[config.mk]
export PLATFORM = sky130hd
export DESIGN_NAME = bounded_id_set_top
export DESIGN_NICKNAME = d
export VERILOG_FILES = /design/src/rtl/bis_pkg.sv /design/src/rtl/bounded_id_set_top.sv
export SDC_FILE = /design/constraint.sdc
export NUM_CORES = 1
export LEC_CHECK = 0
export BUFFER_PORTS_ARGS = -buffer_cell sky130_fd_sc_hd__clkbuf_2
export CAP_MARGIN = 40
export CORE_AREA = 2 2 205 207
export DETAILED_ROUTE_END_ITERATION = 10
export DIE_AREA = 0 0 207 209
export GPL_ROUTABILITY_DRIVEN = 0
export PLACE_DENSITY = 0.76
export SLEW_MARGIN = 20
export SYNTH_ARGS = -nofsm -noshare
export SYNTH_HDL_FRONTEND = slang
export SYNTH_SLANG_ARGS = --single-unit
[constraint.sdc]
create_clock -name i_clk -period 4.9 [get_ports i_clk]
set_clock_uncertainty 0.2 [all_clocks]
set_input_delay 0.735 -clock i_clk [delete_from_list [all_inputs] [get_ports i_clk]]
set_output_delay 0.735 -clock i_clk [all_outputs]
set_load 0.1 [all_outputs]
[src/rtl/bis_pkg.sv]
// Package for the bounded identifier set: sizes, the empty marker and request codes.
// Used by bounded_id_set_top; depends on nothing else.
package bis_pkg;

    localparam int MAX_ENTRIES = 16;
    localparam int IDX_W       = (MAX_ENTRIES > 1) ? $clog2(MAX_ENTRIES) : 1;
    localparam int CNT_W       = $clog2(MAX_ENTRIES + 1);
    localparam int ID_W        = 32;
    localparam int COUNT_OUT_W = 5;

    localparam logic [ID_W-1:0] EMPTY_MARK = {ID_W{1'b1}};

    typedef enum logic [1:0] {
        REQ_ADD  = 2'd0,
        REQ_DEL  = 2'd1,
        REQ_FIND = 2'd2,
        REQ_BAD  = 2'd3
    } t_req;

endpackage

[src/rtl/bounded_id_set_top.sv]
// Bounded unordered identifier set with swap-with-last deletion; depends on bis_pkg.
// A request that needs no search goes straight to the response; a search that finds nothing scans
// every held entry, a match ends it at that slot, and a delete that moves the last adds S_RDLAST, S_MOVE.
// One request is handled at a time, the next taken in the same cycle as the result is presented;
// one read port sets this.
// Reset clears the count and handshake state only; entries beyond the count are never compared.
module bounded_id_set_top
    import bis_pkg::*;
(
    input  logic                   i_clk,
    input  logic                   i_rst_n,
    input  logic                   i_in_valid,
    output logic                   o_in_ready,
    input  logic [1:0]             i_req_type,
    input  logic signed [ID_W-1:0] i_item_id,
    output logic                   o_out_valid,
    input  logic                   i_out_ready,
    output logic                   o_status,
    output logic                   o_found,
    output logic [COUNT_OUT_W-1:0] o_entry_count
);

    typedef enum logic [2:0] {
        S_IDLE,
        S_SCAN,
        S_RDLAST,
        S_MOVE,
        S_RESP
    } t_state;

    logic [ID_W-1:0] mem [MAX_ENTRIES];
    logic [ID_W-1:0] r_rdata;

    t_state           r_state, n_state;
    t_req             r_op, n_op;
    logic [ID_W-1:0]  r_key, n_key;
    logic [CNT_W-1:0] r_occ, n_occ;
    logic [CNT_W-1:0] r_raddr, n_raddr;
    logic             r_dvalid, n_dvalid;
    logic [IDX_W-1:0] r_didx, n_didx;
    logic [IDX_W-1:0] r_pos, n_pos;
    logic             r_res_status, n_res_status;
    logic             r_res_found, n_res_found;
    logic             r_out_valid, n_out_valid;
    logic             r_out_status, n_out_status;
    logic             r_out_found, n_out_found;
    logic [COUNT_OUT_W-1:0] r_out_count, n_out_count;

    logic             mem_we;
    logic [IDX_W-1:0] mem_waddr;
    logic [ID_W-1:0]  mem_wdata;
    logic [IDX_W-1:0] mem_raddr;

    logic             can_emit;
    logic             key_empty;
    logic             hit;
    logic [CNT_W-1:0] occ_m1;
    logic [IDX_W-1:0] last_idx;

    assign can_emit  = !r_out_valid || i_out_ready;
    assign key_empty = (i_item_id == EMPTY_MARK);
    assign hit       = r_dvalid && (r_rdata == r_key);
    assign occ_m1    = r_occ - 1'b1;
    assign last_idx  = occ_m1[IDX_W-1:0];

    always_comb begin
        n_state      = r_state;
        n_op         = r_op;
        n_key        = r_key;
        n_occ        = r_occ;
        n_raddr      = r_raddr;
        n_dvalid     = r_dvalid;
        n_didx       = r_didx;
        n_pos        = r_pos;
        n_res_status = r_res_status;
        n_res_found  = r_res_found;
        n_out_valid  = r_out_valid;
        n_out_status = r_out_status;
        n_out_found  = r_out_found;
        n_out_count  = r_out_count;
        mem_we       = 1'b0;
        mem_waddr    = r_occ[IDX_W-1:0];
        mem_wdata    = r_key;
        mem_raddr    = '0;

        if (r_out_valid && i_out_ready) begin
            n_out_valid = 1'b0;
        end

        unique case (r_state)
            S_IDLE: begin
                if (i_in_valid) begin
                    n_op         = t_req'(i_req_type);
                    n_key        = i_item_id;
                    n_res_status = 1'b0;
                    n_res_found  = 1'b0;
                    n_raddr      = CNT_W'(1);
                    n_didx       = '0;
                    n_dvalid     = 1'b0;
                    n_state      = S_RESP;
                    unique case (t_req'(i_req_type))
                        REQ_ADD: begin
                            if (key_empty || r_occ >= CNT_W'(MAX_ENTRIES)) begin
                                n_res_status = 1'b1;
                            end else if (r_occ == '0) begin
                                mem_we    = 1'b1;
                                mem_waddr = '0;
                                mem_wdata = i_item_id;
                                n_occ     = CNT_W'(1);
                            end else begin
                                n_dvalid = 1'b1;
                                n_state  = S_SCAN;
                            end
                        end
                        REQ_DEL: begin
                            if (key_empty || r_occ == '0) begin
                                n_res_status = 1'b1;
                            end else begin
                                n_dvalid = 1'b1;
                                n_state  = S_SCAN;
                            end
                        end
                        REQ_FIND: begin
                            if (!key_empty && r_occ != '0) begin
                                n_dvalid = 1'b1;
                                n_state  = S_SCAN;
                            end
                        end
                        default: begin
                            n_res_status = 1'b1;
                        end
                    endcase
                end
            end

            S_SCAN: begin
                // Reads are issued one ahead of the compare, as read data is registered.
                mem_raddr = r_raddr[IDX_W-1:0];
                if (hit) begin
                    n_dvalid = 1'b0;
                    n_state  = S_RESP;
                    unique case (r_op)
                        REQ_ADD: begin
                            n_res_status = 1'b1;
                        end
                        REQ_DEL: begin
                            n_pos = r_didx;
                            if (r_didx == last_idx) begin
                                n_occ = occ_m1;
                            end else begin
                                n_state = S_RDLAST;
                            end
                        end
                        default: begin
                            n_res_found = 1'b1;
                        end
                    endcase
                end else if (r_dvalid) begin
                    if (r_raddr < r_occ) begin
                        n_dvalid = 1'b1;
                        n_didx   = r_raddr[IDX_W-1:0];
                        n_raddr  = CNT_W'(r_raddr + 1'b1);
                    end else begin
                        n_dvalid = 1'b0;
                    end
                end else begin
                    // Every held entry has been compared without a match.
                    n_state = S_RESP;
                    unique case (r_op)
                        REQ_ADD: begin
                            mem_we    = 1'b1;
                            mem_waddr = r_occ[IDX_W-1:0];
                            mem_wdata = r_key;
                            n_occ     = CNT_W'(r_occ + 1'b1);
                        end
                        REQ_DEL: begin
                            n_res_status = 1'b1;
                        end
                        default: begin
                            n_res_found = 1'b0;
                        end
                    endcase
                end
            end

            S_RDLAST: begin
                mem_raddr = last_idx;
                n_state   = S_MOVE;
            end

            S_MOVE: begin
                // The last entry fills the hole left by the deleted identifier.
                mem_we    = 1'b1;
                mem_waddr = r_pos;
                mem_wdata = r_rdata;
                n_occ     = occ_m1;
                n_state   = S_RESP;
            end

            S_RESP: begin
                if (can_emit) begin
                    n_out_valid  = 1'b1;
                    n_out_status = r_res_status;
                    n_out_found  = r_res_found;
                    n_out_count  = COUNT_OUT_W'(r_occ);
                    n_state      = S_IDLE;
                end
            end

            default: begin
                n_state = S_IDLE;
            end
        endcase
    end

    always_ff @(posedge i_clk) begin
        if (mem_we) begin
            mem[mem_waddr] <= mem_wdata;
        end
        r_rdata <= mem[mem_raddr];
    end

    always_ff @(posedge i_clk) begin
        r_op         <= n_op;
        r_key        <= n_key;
        r_raddr      <= n_raddr;
        r_didx       <= n_didx;
        r_pos        <= n_pos;
        r_res_status <= n_res_status;
        r_res_found  <= n_res_found;
        r_out_status <= n_out_status;
        r_out_found  <= n_out_found;
        r_out_count  <= n_out_count;
        if (!i_rst_n) begin
            r_state     <= S_IDLE;
            r_occ       <= '0;
            r_dvalid    <= 1'b0;
            r_out_valid <= 1'b0;
        end else begin
            r_state     <= n_state;
            r_occ       <= n_occ;
            r_dvalid    <= n_dvalid;
            r_out_valid <= n_out_valid;
        end
    end

    assign o_in_ready    = (r_state == S_IDLE);
    assign o_out_valid   = r_out_valid;
    assign o_status      = r_out_status;
    assign o_found       = r_out_found;
    assign o_entry_count = r_out_count;

endmodule
==> summary.md <==
## STA
* **Worst-Margin Slew** 0.641 ns
* **Setup Total Neg Slack** 0 ns
* **Fin Hold WS** 0.114 ns
* **maximum frequency from static timing analysis** 245 MHz
* **number of hold-slack violations in the final timing report** 0
* **setup violators final** 0
* **RSZ-0062 raised after global routing** no
* **final worst path period need** 4.09 ns
* **Slew Limit Fails** 0
* **portion of the clock cycle consumed by the worst path in the final layout** 83.4%
* **Max transition margin** 57.2%

## Power
* **reported leakage power** 8.63 nW
* **worst-case vdd ir drop** 0.356 mV
* **pwr/cell area** 396 mW/mm²
* **Final Total Pwr** 10.9 mW

## Synth
* **Avg Synthesized Cell Area** 20.0 µm²
* **number of cells produced by synthesis** 1218
* **number of distinct standard cells referenced by the synthesized netlist** 62
* **Most used DFF post-synth** edfxtp_1
* **netlist area before placement** 0.0243 mm²
* **register area share after synthesis** 73.6%
* **count of synthesis-stage warnings from yosys** 0
* **share of synthesized registers carrying an async set or reset** 0%
* **number of enable-type register cells in the synthesized netlist** 568
* **total of flip-flops plus latches after synthesis** 610
* **post-synth net total** 1264

## Floorplan
* **Cell Rows** 75
* **Die X** 207 µm
* **core area** 0.0413 mm²
* **boundary pin count** 47
* **die extent in y** 209 µm
* **initial cell density of the core** 58.9%
* **floorplan die area** 0.0433 mm²

## Critical path
* **WP data arrival** 4.15 ns
* **crit path kind** reg -> reg
* **CP required** 4.97 ns
* **first element of the critical path** r_state[2]$_SDFFE_PN0P_
* **largest fanout on the critical path** 20
* **kind of start point of the critical path** register
* **reg-to-reg critical path startpoint** r_state[2]$_SDFFE_PN0P_
* **element type at the critical path end** register
* **setup slack of the worst register-to-register path** 0.81 ns
* **endpoint of the worst-slack reg-to-reg timing path** mem[9][12]$_DFFE_PP_
* **depth of the worst register-to-register path** 9

## Cells and area
* **most common cell after layout, fill and taps aside** edfxtp_1
* **diode count** 0
* **most used cells in the layout excluding fill and tap cells** 568 x edfxtp_1, 116 x mux4_2, 98 x mux2i_1
* **fraction of layout cells with a size suffix above 1** 24.6%
* **nets** 1366
* **number of inserted filler cells in the final layout** 2589
* **Core Util, Final** 66.6%
* **synth-to-layout area growth** 13.0%

## Clock network
* **number of buffers inserted for hold repair after clock tree synthesis** 0
* **CTS max path bufs** 3
* **clock tree from TritonCTS** yes
* **root buffer selected by CTS** clkbuf_16
* **number of buffers created by CTS** 57
* **clock latency reported for the late side of the worst-skew pair** 0.63 ns
* **Reg clk slew, reported paths** 0.06 ns
* **cts repair resizes** 0
* **H-tree levels** 2
* **Sink Count** 610
* **Setup Fix Bufs, Post-CTS** 0

## Routing
* **Initial DRT Pass Iterations** 5
* **initial drt markers** 1302
* **routed length per placed instance** 28.2 µm
* **number of remaining DRC errors** 0
* **final routed wirelength across all metal layers** 53700 µm
* **post-route antenna net violation count** 0
* **total vias in the final route** 12200
* **vias per std cell** 6.39

## Place
* **Buffers on Ports** 46
* **post-DP HPWL** 32300 µm

## Global route
* **total global routing overflow** 0
* **initial antenna violation count** 2
* **pin count of the biggest net entering global routing** 77
* **total global-route track usage** 25.2%
* **number of global-route vias before repair** 12200
* **global-route wire length before repair** 79500 µm

## Flow run
* **maxcap violations** 0

## Worst hold path
* **worst hold path depth** 1
* **Worst Hold End** r_key[9]$_DFFE_PP_
* **hold path start** i_item_id[9]
* **worst min path class** in -> reg

## Status
* **status** finished, final reports clean

-- final cells by class --
| cell class | count | area [µm²] | share of cell area [%] |
|---|---|---|---|
| well taps | 539 | 674 | 2.45 |
| repair buffers | 98 | 841 | 3.06 |
| clock inverters | 30 | 348 | 1.27 |
| inverters | 9 | 33.8 | 0.123 |
| flip-flops and latches | 610 | 17900 | 65.1 |
| multi-input cells | 544 | 6060 | 22.1 |
| clock buffers | 78 | 1630 | 5.92 |
-- layer usage --
| metal | global-route usage, % | vias to the layer above | wire length (µm) |
|---|---|---|---|
| met1 | 34.9 | 6335 | 20500 |
| met3 | 6.27 | 83 | 5490 |
| met5 | 0 | - | 20 |
| li1 | - | 5165 | - |
| met4 | 9.38 | 4 | 1640 |
| met2 | 39.4 | 613 | 26100 |
-- cell families after synthesis --
kind of cell    after synthesis  synth area share (%)
mux                         227                  16.1
simple gates                187                  3.79
fa+ha+maj                     8                 0.412
flops                       610                  73.6
xor+xnor                     43                  1.61
buf+inv                      64                  2.09
compound gates               79                  2.38
-- synth_stat cells, types with 5 or more instances --
cell,n,area [µm²]
a21oi_1,8,40.0
nand2_1,80,300
dfxtp_1,42,841
nor3_1,5,25.0
mux4_2,116,2610
mux4_1,12,315
xnor2_1,36,315
ha_1,8,100
edfxtp_1,568,17100
xor2_1,6,52.6
clkbuf_1,11,41.3
nor2_1,34,128
nand2b_1,6,37.5
a21o_1,5,37.5
nor2b_1,5,31.3
and2_1,8,50.1
nand4_1,19,119
mux2i_1,98,981
buf_12,11,220
a31oi_1,8,50.1
a22oi_1,35,263
buf_2,24,120
inv_1,9,33.8
nand3_1,7,35.0
buf_6,5,56.3
-- metrics by stage --
step	std cells	setup WS [ns]	area, µm²
3_3_place_gp	1792	0.641	25400
4_1_cts	1907	0.871	27500
5_1_grt	1908	0.588	27500
6_report	1908	0.814	27500
2_1_floorplan	1218	-0.0961	24300
3_5_place_dp	1799	0.622	25500
-- worst max-delay path, cell delays in order (launching register included) --
cell	delay [ns]
dfxtp_1	0.48
nor3_2	0.28
nand2_1	0.28
a2111oi_4	0.64
buf_4	0.41
nor2_4	0.06
a21oi_2	0.16
nand2_1	0.25
nor2_4	0.49
buf_4	0.47
-- sequential cells by signal, summed over array words and instances, names as in the netlist --
register	count
r_res_status	1
r_key	32
mem	512
r_res_found	1
r_didx	4
r_pos	4
o_entry_count	5
r_op	2
r_state	3
r_rdata	32
r_occ	5
o_found	1
r_raddr	5
o_out_valid	1
r_dvalid	1
o_status	1
-- power by group --
part           internal [mW]  total (mW)  switching, mW
registers               5.82        5.86         0.0443
clock network           2.69        4.57           1.88
logic                  0.124       0.453          0.329
total                   8.64        10.9           2.25
-- worst max-delay path by stage --
stage / end / slack (ns) / cells after the start
after global placement: mem[6][4]$_DFFE_PP_ / 0.64 / 11
after floorplan: mem[10][0]$_DFFE_PP_ / -0.1 / 9
final: mem[9][12]$_DFFE_PP_ / 0.81 / 9
after detailed placement: mem[11][31]$_DFFE_PP_ / 0.62 / 11
after global routing: mem[9][12]$_DFFE_PP_ / 0.59 / 9
after CTS: mem[11][10]$_DFFE_PP_ / 0.87 / 9
Power figures use the tool's default switching activity.
